===== src/hw/rtl/egpt_pkg.sv =====
`timescale 1ns / 1ps
// Package for the eroded grid point test: operation and register codes,
// reset values and the structs shared between the submodules. No dependencies.
package egpt_pkg;

	localparam logic OP_LOAD  = 1'b0;
	localparam logic OP_QUERY = 1'b1;

	localparam int CFG_IDX_W  = 4;
	localparam int CFG_DATA_W = 32;

	localparam logic [CFG_IDX_W-1:0] REG_MAP_WIDTH   = 4'd0;
	localparam logic [CFG_IDX_W-1:0] REG_MAP_HEIGHT  = 4'd1;
	localparam logic [CFG_IDX_W-1:0] REG_KERNEL_SIZE = 4'd2;
	localparam logic [CFG_IDX_W-1:0] REG_FREE_LEVEL  = 4'd3;
	localparam logic [CFG_IDX_W-1:0] REG_INVERT      = 4'd4;
	localparam logic [CFG_IDX_W-1:0] REG_ORIGIN_X    = 4'd5;
	localparam logic [CFG_IDX_W-1:0] REG_ORIGIN_Y    = 4'd6;
	localparam logic [CFG_IDX_W-1:0] REG_CELLS_PER_M = 4'd7;

	localparam logic [9:0]  RST_MAP_WIDTH   = 10'd512;
	localparam logic [9:0]  RST_MAP_HEIGHT  = 10'd512;
	localparam logic [3:0]  RST_KERNEL_SIZE = 4'd3;
	localparam logic [7:0]  RST_FREE_LEVEL  = 8'd205;
	localparam logic [31:0] RST_CELLS_PER_M = 32'd1310720;

	typedef struct packed {
		logic       valid;
		logic       start_of_map;
		logic [7:0] pixel;
	} load_req_t;

	typedef struct packed {
		logic        ok;
		logic [31:0] idx;
	} cell_t;

endpackage


===== src/hw/rtl/egpt_loader.sv =====
`timescale 1ns / 1ps
// Map loader: thresholds pixels, gathers one row and writes it bottom-up
// into the bitmap RAM. Depends on egpt_pkg.
module egpt_loader #(
	parameter int MAX_WIDTH  = 512,
	parameter int MAX_HEIGHT = 512
) (
	input  logic                                               clk,
	input  logic                                               arst_n,
	input  logic                                               restart,
	input  egpt_pkg::load_req_t                                req,
	input  logic                                               invert,
	input  logic [7:0]                                         free_level,
	input  logic [$clog2(MAX_WIDTH+1)-1:0]                     w,
	input  logic [$clog2(MAX_HEIGHT+1)-1:0]                    h,
	output logic                                               complete,
	output logic                                               ram_we,
	output logic [((MAX_HEIGHT > 1) ? $clog2(MAX_HEIGHT) : 1)-1:0] ram_waddr,
	output logic [MAX_WIDTH-1:0]                               ram_wdata
);

	localparam int CW = (MAX_WIDTH > 1) ? $clog2(MAX_WIDTH) : 1;
	localparam int RW = (MAX_HEIGHT > 1) ? $clog2(MAX_HEIGHT) : 1;

	logic [CW-1:0]        col_q;
	logic [RW-1:0]        row_q;
	logic                 complete_q;
	logic [MAX_WIDTH-1:0] accum_q;

	logic          done_eff;
	logic [CW-1:0] col_eff;
	logic [RW-1:0] row_eff;
	logic          do_wr;
	logic [7:0]    pix;
	logic          free_bit;
	logic          last_col;
	logic          last_row;

	always_comb begin
		done_eff  = req.start_of_map ? 1'b0 : complete_q;
		col_eff   = req.start_of_map ? '0 : col_q;
		row_eff   = req.start_of_map ? '0 : row_q;
		do_wr     = req.valid && !done_eff;
		pix       = invert ? ~req.pixel : req.pixel;
		free_bit  = pix > free_level;
		last_col  = 32'(col_eff) == (32'(w) - 32'd1);
		last_row  = 32'(row_eff) == (32'(h) - 32'd1);
		ram_wdata = accum_q;
		ram_wdata[col_eff] = free_bit;
		ram_we    = do_wr && last_col;
		ram_waddr = RW'(32'(h) - 32'd1 - 32'(row_eff));
	end

	always_ff @(posedge clk) begin
		if (do_wr) begin
			accum_q[col_eff] <= free_bit;
		end
	end

	always_ff @(posedge clk or negedge arst_n) begin
		if (!arst_n) begin
			col_q      <= '0;
			row_q      <= '0;
			complete_q <= 1'b0;
		end else if (restart) begin
			col_q      <= '0;
			row_q      <= '0;
			complete_q <= 1'b0;
		end else if (do_wr) begin
			if (last_col) begin
				col_q <= '0;
				if (last_row) begin
					row_q      <= '0;
					complete_q <= 1'b1;
				end else begin
					row_q      <= RW'(32'(row_eff) + 32'd1);
					complete_q <= 1'b0;
				end
			end else begin
				col_q      <= CW'(32'(col_eff) + 32'd1);
				row_q      <= row_eff;
				complete_q <= 1'b0;
			end
		end
	end

	assign complete = complete_q;

endmodule


===== config.mk =====
export PLATFORM = sky130hd
export DESIGN_NAME = egpt_loader
export DESIGN_NICKNAME = d
export VERILOG_FILES = /design/src/hw/rtl/egpt_pkg.sv /design/src/hw/rtl/egpt_loader.sv
export SDC_FILE = /design/constraint.sdc
export NUM_CORES = 1
export LEC_CHECK = 0
export BUFFER_PORTS_ARGS = -buffer_cell sky130_fd_sc_hd__buf_4
export CORE_ASPECT_RATIO = 1.75
export CORE_MARGIN = 2
export CORE_UTILIZATION = 30
export CTS_CLUSTER_DIAMETER = 80
export DETAILED_ROUTE_END_ITERATION = 7
export GPL_ROUTABILITY_DRIVEN = 0
export SLEW_MARGIN = 20
export SYNTH_ARGS = -nofsm -noshare
export SYNTH_HDL_FRONTEND = slang
export SYNTH_SLANG_ARGS = --single-unit

===== constraint.sdc =====
create_clock -name clk -period 21.4 [get_ports clk]
set_clock_uncertainty 0.15 [all_clocks]
set_input_delay 4.28 -clock clk [delete_from_list [all_inputs] [get_ports clk]]
set_output_delay 4.28 -clock clk [all_outputs]
set_load 0.03 [all_outputs]

# After elaboration in Yosys (flattened, before gate mapping)
# Index checks and enable logic that the tools add are counted.
op_classes:
  magnitude_cmp: 3
  n_addsub: 5
  n_reduce_logical: 5
  bitwise: 1
  n_eq_ne: 2
  n_mux: 18
op_table:
  columns: ["op", "count"]
  rows:
  - ["bitwise mux 512 bit", 1]
  - ["2-to-1 mux 9 bit", 9]
  - ["== test 9 x 32 -> 1 bit", 2]
  - ["subtractor 10 x 1 -> 11 bit (second input constant)", 2]
  - ["adder 9 x 1 -> 9 bit (second input constant)", 2]
  - ["< comparator 9 x 10 -> 1 bit (second input constant)", 1]
  - ["demux 1 bit (select 9 bit)", 1]
  - ["greater-or-equal comparator 9 x 1 -> 1 bit (second input constant)", 1]
  - ["subtractor 9 bit", 1]
  - ["> comparator 8 bit", 1]
  - ["2-to-1 mux 8 bit", 1]
  - ["inverter 8 bit", 1]
  - ["2-to-1 mux 1 bit", 6]
  - ["logical AND 1 bit", 3]
  - ["nonzero test 2 bit", 1]
  - ["logical NOT 1 bit", 1]
word_totals:
  regBits: 531
  output_inout_bits: 523

# Depth between registers and ports, before layout
# Gate-level depths: netlist (run 1).
depth:
  depth_word: 6
  ltp_mapped: 13
  depth_no_buf: 13

# Worst setup path before layout (run 1)
# OpenSTA, ideal clock, no wires.
synth_timing:
  path_type: "in2reg"
  start: "in req[8] (netlist bit)"
  end: "reg accum_q[0] (enable)"
  setup_ns: 4.086
  setup_slack_ns: 2.845
  arrival_time_ns: 14.319
  stages: 4
  path_buffers: 2
  cell_sequence: "buf_2 > buf_2 > o21ai_1 > clkinv_1"
synth_between:
  elab_chain_len: 3
synth_lines:
  columns: ["item", "line", "rtl"]
  rows:
  - ["start, declared", "egpt_loader.sv:11", "input egpt_pkg::load_req_t req,"]
  - ["2-to-1 mux 1 bit", "egpt_loader.sv:40", "done_eff = req.start_of_map ? 1'b0 : complete_q;"]
  - ["logical NOT 1 bit", "egpt_loader.sv:43", "do_wr = req.valid && !done_eff;"]
  - ["logical AND 1 bit", "egpt_loader.sv:43", null]
  - ["via do_wr", "egpt_loader.sv:33", "logic do_wr;"]
  - ["end signal, assigned by index", "egpt_loader.sv:56", "accum_q[col_eff] <= free_bit;"]
  - ["end, declared", "egpt_loader.sv:28", "logic [MAX_WIDTH-1:0] accum_q;"]
# The timed path passes the listed nets, and every way through them passes these cells.
# A chain may end at the register's enable or synchronous reset.

# Worst setup path after layout (run 1)
layout_timing:
  start: "in invert"
  end: "out ram_wdata[479]"
layout_between:
  elab_chain_len: 3
layout_lines:
  columns: ["item", "line", "rtl"]
  rows:
  - ["start, declared", "egpt_loader.sv:12", "input logic invert,"]
  - ["2-to-1 mux 8 bit", "egpt_loader.sv:44", "pix = invert ? ~req.pixel : req.pixel;"]
  - ["> comparator 8 bit", "egpt_loader.sv:45", "free_bit = pix > free_level;"]
  - ["bitwise mux 512 bit", "egpt_loader.sv:49", "ram_wdata[col_eff] = free_bit;"]
  - ["end, declared", "egpt_loader.sv:19", "output logic [MAX_WIDTH-1:0] ram_wdata"]
# Every way passes these cells.

==> flow_summary_export.csv, run 1 <==
group,metric,value,unit
critical_path,ff2ff_path_depth,4,
clock_tree,htreeDepth,2,
placement,port-buffer-count,564,
timing,fmax,77.6,MHz
final_layout,register_area,15900,µm²
timing,fin_crit_sh,60.2,%
global_routing,grt_overflow,0,
logic_synthesis,seq_area_frac_synth,62.3,%
detailed_routing,totalWireLength,99500,µm
critical_path,critical_path_class,"primary input to output port",
final_layout,final_cell_mix,"buf_4, o21ai_0, edfxtp_1",
detailed_routing,via_count,20600,
final_layout,layout.nets,2615,
logic_synthesis,synthAdderAreaFrac,1.26,%
global_routing,grt_max_degree,221,
logic_synthesis,synth.distinct_cells,59,
timing,worst_slack,8.52,ns
detailed_routing,ant_nets,0,
critical_path,required,16.97,ns
power_and_ir_drop,vdd_drop_max,0.0696,mV
placement,dp_worst_setup_slack,8.58,ns
final_layout,utilization,38.3,%
critical_path,end_kind,"output port",
clock_tree,clock-root-buffer,"clkbuf_16",
detailed_routing,drt_iter0_markers,2087,
clock_tree,cts_buffers,54,
critical_path,crit_start,"invert",
final_layout,final_common_cell,"buf_4",
critical_path,crit_arrival,8.45,ns
die,die_h,389,µm
global_routing,antenna_found_initial,0,
die,dieArea,87200,µm²
die,ios,565,
logic_synthesis,synth.largest_area_cell,"edfxtp_1",
die,fp.dieW,224,µm
die,start_util,30.2,%
final_layout,n_fill_cell,8122,
placement,placed_cells,3564,
logic_synthesis,synthMuxAreaShare,0.212,%
timing,hold_violations,0,
hold_path,hold_class,"flop to flop",
critical_path,cp_max_fo,103,
logic_synthesis,synth_top_area_share,60.5,%
timing,worst_slew_pin_slew,1.28,ns
power_and_ir_drop,power.density,81.3,nW/µm²
logic_synthesis,synth_nets,2230,
logic_synthesis,yosys_warnings,0,
logic_synthesis,synth_top_family_by_area,"compound AO/OA/AOI/OAI gates",
job,drv_cap,0,
logic_synthesis,ys_ff_latch,531,
critical_path,rrSetupSlack,17.93,ns
logic_synthesis,yosys.area_share.xor_xnor,1.43,%
timing,setup_violations,0,
logic_synthesis,syn_area_per_cell,11.8,µm²
hold_path,min_to,"row_q[2]",
final_layout,syn_to_final_growth,26.7,%
logic_synthesis,synth.area.top_cells,"edfxtp_1, o31ai_1, o21ai_0",
clock_tree,hold_buffers,0,
global_routing,grt_pass1_vias,19800,
clock_tree,cts_buffer_depth,3,
critical_path,start_kind,"primary input",
clock_tree,cts_tree,"yes",
global_routing,grt_pass1_wl,140000,µm
hold_path,whs_path_depth,2,
timing,hold_ws,0.376,ns
detailed_routing,drc,0,
timing,finalSetupTns,0,ns
detailed_routing,dr.pass1.iters,6,
clock_tree,cts.sinks,531,
critical_path,r2r_start,"col_q[7]",
die,coreArea,84200,µm²
logic_synthesis,synth-compound-area-share,26.7,%
logic_synthesis,synth_edf_count,512,
clock_tree,cts_resized,0,
logic_synthesis,syn_area,25400,µm²
timing,rsz0062_at_grt,"false",
placement,dp_hpwl,63500,µm
global_routing,track_usage,21.8,%
die,rows,141,
hold_path,worstHoldStart,"row_q[2]",
logic_synthesis,synthArstFlopShare,3.58,%
timing,drv_slew,0,
clock_tree,cts_setup_buffers,0,
timing,slew_headroom,14.7,%
final_layout,multi_input_area,8650,µm²
clock_tree,path_clk_slew,0.07,ns
final_layout,layout.cells.non_filler,3661,
detailed_routing,wire_per_inst,27.2,µm
final_layout,drive_above_1_share,27.9,%
detailed_routing,viasPerCell,5.63,
clock_tree,worstSkewPairLatency,0.63,ns
logic_synthesis,yosys.area_share.simple,3.78,%
logic_synthesis,synth_ff_type,"edfxtp_1",
run_status,status,"completed",
timing,min_period,12.88,ns
logic_synthesis,postSynthCellCount,2163,
critical_path,r2r_end,"accum_q[288]",
power_and_ir_drop,p_leak,0.0111,µW
-- cell type report --
type | count | area share [%]
Clock buffer | 63 | 4.37
Clock inverter | 33 | 1.23
Inverter | 25 | 0.315
Multi-Input combinational cell | 1347 | 26.9
Sequential cell | 531 | 49.2
Tap cell | 1072 | 4.17
Antenna cell | 1 | 0.00777
Timing Repair Buffer | 589 | 13.8
-- cell families (layout without fill, tap and decap cells) --
kind of cell / Yosys count / after routing
flops: 531 / 531
compound gates: 1081 / 1081
mux: 5 / 5
other cells: 0 / 1
simple gates: 196 / 196
buf+inv: 285 / 710
fa+ha+maj: 25 / 25
xor+xnor: 40 / 40
-- layer usage --
layer	vias to the layer above	global-route usage (%)	wire, µm	part of all wire [%]
li1	9378	-	-	-
met1	10000	25.3	37600	38
met2	1036	38.1	49200	49
met3	182	5.07	8020	8.1
met4	0	9.68	4580	4.6
met5	-	0	0	0
-- sequential cells by signal, indices dropped and copies added (netlist names) --
register and cells:
accum_q 512, col_q 9, row_q 9, complete 1
-- worst max-delay path, stage by stage --
cell      delay, ns
buf_4          0.16
xor2_1         0.17
ha_1           0.28
nor2b_1        0.13
o21a_1         0.15
o21ai_0        0.20
nand2b_1       0.11
a21oi_1        0.15
o21ai_0        0.15
o21ai_4        0.08
buf_4          0.80
buf_4          0.93
o31ai_1        0.41
buf_4          0.28
-- cells in the mapped netlist (all sizes together), types with 10 or more instances --
master,n
nor2b,10
edfxtp,512
o21ai,533
nor2,26
clkbuf,256
nor3,15
dfrtp,19
nand2,100
nand3,10
inv,24
xnor2,20
o31ai,509
ha,24
xor2,19
-- power by group --
group          internal (µW)  switching [µW]
combinational            110             293
sequential              1200            12.2
clock                    568             432
total                   1880             737
-- through the flow --
stage               power (µW)  area, µm²
floorplan                 1510      25400
global placement          1630      30400
detailed placement        1640      30400
CTS                       2640      32200
global route              2700      32200
finish                    2620      32200
-- worst max-delay path by stage --
stage | end | slack (ns) | depth (start not counted)
2_1_floorplan | accum_q[0] | 2.84 | 4
3_3_place_gp | ram_wdata[479] | 8.38 | 14
3_5_place_dp | ram_wdata[479] | 8.58 | 14
4_1_cts | ram_wdata[479] | 8.58 | 14
5_1_grt | ram_wdata[479] | 8.27 | 14
6_report | ram_wdata[479] | 8.52 | 14
Note: power is estimated with default switching activity, not from simulation.
==> run 2: changes to the inputs <==
--- a/config.mk
+++ b/config.mk
@@ -5,6 +5,7 @@
 export SDC_FILE = /design/constraint.sdc
 export NUM_CORES = 1
 export LEC_CHECK = 0
+export ABC_AREA = 1
 export BUFFER_PORTS_ARGS = -buffer_cell sky130_fd_sc_hd__buf_4
 export CORE_ASPECT_RATIO = 1.75
 export CORE_MARGIN = 2
==> constraint.sdc (replaced) <==
create_clock -name clk -period 12.6 [get_ports clk]
set_clock_uncertainty 0.15 [all_clocks]
set_input_delay 2.52 -clock clk [delete_from_list [all_inputs] [get_ports clk]]
set_output_delay 2.52 -clock clk [all_outputs]
set_load 0.03 [all_outputs]
==> run 2 against run 1 <==
  * First-iteration DRC count down 24%
  * Critical path depth down 4
  * Cell count up 15%
  * Critical endpoint is now ram_wdata[0]
  * Largest cell class unchanged
  * Largest power group unchanged
==> flow_summary_export.csv, run 2 <==
group,metric,value,unit
detailed_routing,wire_per_inst,24.1,µm
die,dieArea,88300,µm²
logic_synthesis,syn_area_per_cell,9.92,µm²
logic_synthesis,yosysMostFrequentCell,"nor2_1",
power_and_ir_drop,power_switching,1270,µW
placement,port-buffer-count,564,
clock_tree,path_clk_slew,0.06,ns
hold_path,whs_path_depth,2,
critical_path,start_kind,"primary input",
clock_tree,cts_buffers,54,
critical_path,critPathBufInv,3,
logic_synthesis,syn_area,25700,µm²
power_and_ir_drop,clockPowerShare,38.1,%
final_layout,register_area,15900,µm²
critical_path,critPathTopFamily,"compound AO/OA/AOI/OAI gates",
power_and_ir_drop,p_leak,0.0122,µW
global_routing,track_usage,22.0,%
detailed_routing,ant_nets,0,
timing,hold_violations,0,
job,drv_cap,0,
timing,fmax,118,MHz
final_layout,top_register,"accum_q",
clock_tree,cts_buffer_depth,3,
power_and_ir_drop,comb_power_share,15.7,%
critical_path,rrSetupSlack,8.29,ns
clock_tree,worstSkewPairLatency,0.62,ns
power_and_ir_drop,p_seq_share,46.2,%
timing,min_period,8.49,ns
detailed_routing,totalWireLength,101000,µm
critical_path,cp_cell_sequence,"buf_4, xor2_1, ha_1, nand2_1, nor2_1, nand3_1, o21ai_4, buf_12, a31oi_1, buf_4",
final_layout,largest_reg_flops,512,
clock_tree,hold_buffers,0,
clock_tree,clock-root-buffer,"clkbuf_16",
timing,setup_violations,0,
critical_path,end_kind,"output port",
critical_path,critical_path_class,"primary input to output port",
run_status,status,"completed",
clock_tree,cts.sinks,531,
timing,slew_headroom,10.2,%
critical_path,r2r_end,"accum_q[229]",
logic_synthesis,yosys_warnings,0,
detailed_routing,drc,0,
detailed_routing,dr.pass1.iters,6,
logic_synthesis,ys_ff_latch,531,
timing,rsz0062_at_grt,"false",
hold_path,hold_class,"flop to flop",
logic_synthesis,seq_area_frac_synth,61.6,%
detailed_routing,viasPerCell,5.13,
timing,fin_crit_sh,67.4,%
global_routing,grt_max_degree,205,
global_routing,grt_overflow,0,
final_layout,syn_to_final_growth,27.6,%
die,ios,565,
power_and_ir_drop,finalPower,4470,µW
placement,dp_hpwl,67600,µm
global_routing,antenna_found_initial,1,
logic_synthesis,synth.largest_area_cell,"edfxtp_1",
global_routing,grt_pass1_vias,20400,
power_and_ir_drop,power.density,136,nW/µm²
final_layout,layout.nets,3139,
final_layout,n_fill_cell,8478,
logic_synthesis,synthArstFlopShare,3.58,%
hold_path,min_to,"row_q[0]",
detailed_routing,drt_iter0_markers,1588,
final_layout,drive_above_1_share,24.8,%
critical_path,cp_slowest_cell,"o21ai_4",
critical_path,cp_max_fo,189,
clock_tree,cts_resized,0,
die,die_h,391,µm
critical_path,r2r_start,"complete",
final_layout,final_cell_mix,"nor2_1, buf_4, edfxtp_1",
power_and_ir_drop,vdd_drop_max,0.124,mV
hold_path,worstHoldStart,"row_q[0]",
logic_synthesis,postSynthCellCount,2594,
logic_synthesis,synth.area.top_cells,"edfxtp_1, nor2_1, a21oi_1",
critical_path,crit_arrival,5.82,ns
logic_synthesis,synth_edf_count,512,
final_layout,final_common_cell,"nor2_1",
power_and_ir_drop,p_int,3200,µW
logic_synthesis,synth_nets,2661,
logic_synthesis,synth_ff_type,"edfxtp_1",
global_routing,grt_pass1_wl,142000,µm
detailed_routing,via_count,21500,
clock_tree,cts_setup_buffers,0,
die,fp.dieW,225,µm
final_layout,multi_input_area,8740,µm²
logic_synthesis,synth.distinct_cells,35,
clock_tree,cts_tree,"yes",
logic_synthesis,synth_top_area_share,59.7,%
timing,drv_slew,0,
die,coreArea,85300,µm²
critical_path,ff2ff_path_depth,6,
critical_path,required,9.93,ns
timing,finalSetupTns,0,ns
critical_path,path_common_cell,"buf_4",
logic_synthesis,synth_commonest_cells,"nor2_1, edfxtp_1, a21oi_1, nand2_1, clkbuf_1",
clock_tree,htreeDepth,2,
final_layout,largestRegisters,"accum_q (512), col_q (9), row_q (9)",
critical_path,max_stage_delay,0.68,ns
timing,worst_slew_pin_slew,1.35,ns
die,start_util,30.2,%
power_and_ir_drop,p_sw_share,28.4,%
die,rows,142,
run 2: changes by cell type in the layout (fill, tap and decap cells not counted), moves of 21 or more:
cell | previous run | this run
a31oi_1 | 3 | 99
o21ai_0 | 526 | 141
nor2_1 | 25 | 647
o31ai_1 | 509 | 123
nor2_4 | 1 | 22
nand2_1 | 60 | 178
nand2_2 | 31 | 8
a21oi_1 | 8 | 401
inv_2 | 0 | 34
inv_1 | 24 | 85
nand3_1 | 9 | 38
run 2: cell families (layout without fill, tap and decap cells):
group                      Yosys count  in the layout  synth area share (%)
other                                0              1                     0
AOI/OAI and AO/OA                  781            781                  16.9
buffers and inverters              304            825                  4.58
and+or+nand+nor                    930            930                  14.9
adders and majority gates           25             25                  1.24
xor gates and xnor gates            23             23                 0.783
DFF                                531            531                  61.6
run 2: worst max-delay path by stage:
stage                 from             end  slack, ns  cells after the start
finish              invert    ram_wdata[0]       4.11                     10
CTS                 invert  ram_wdata[409]       4.31                     10
global placement    invert  ram_wdata[321]       4.30                     10
global route        invert  ram_wdata[435]       4.03                     11
floorplan           req[8]      accum_q[0]       1.12                      3
detailed placement  invert  ram_wdata[321]       4.32                     10
run 2: area by class of cell:
| class | count | area share, % |
|---|---|---|
| inverter | 120 | 1.38 |
| antenna | 1 | 0.00762 |
| sequential | 531 | 48.3 |
| multi-input combinational | 1759 | 26.6 |
| timing repair buffer | 606 | 14.1 |
| clock inverter | 37 | 1.27 |
| tap | 1080 | 4.11 |
| clock buffer | 62 | 4.27 |
run 2: routing by layer:
layer	up-vias	share of wire [%]	track usage, %
met5	-	0	0
met3	167	7.1	4.74
met4	0	4.2	8.98
li1	10200	-	-
met1	10300	39	26.0
met2	877	50	38.4
run 2: per-stage QoR:
stage / utilization, % / instances / cell area [µm²] / setup slack [ns] / hold slack (ns)
final: 38.5 / 4196 / 32800 / 4.11 / 0.341
after global routing: 38.5 / 4195 / 32800 / 4.03 / 0.346
after global placement: 36.3 / 4093 / 30900 / 4.30 / 0.313
after floorplan: - / 2594 / 25700 / 1.12 / 0.299
after CTS: 38.4 / 4192 / 32800 / 4.31 / 0.335
after detailed placement: 36.3 / 4093 / 30900 / 4.32 / 0.317
run 2: worst min-delay path: stages (launching register included):
cell	delay [ns]
dfrtp_1	0.34
nand2_1	0.06
nand2_1	0.06
run 2: power groups by stage:
stage | clock, µW | combinational [µW] | sequential (µW)
after CTS | 1740 | 696 | 2070
after global routing | 1790 | 744 | 2070
final | 1700 | 702 | 2070
after global placement | 0 | 693 | 2100
after floorplan | 0 | 435 | 2120
after detailed placement | 0 | 694 | 2100
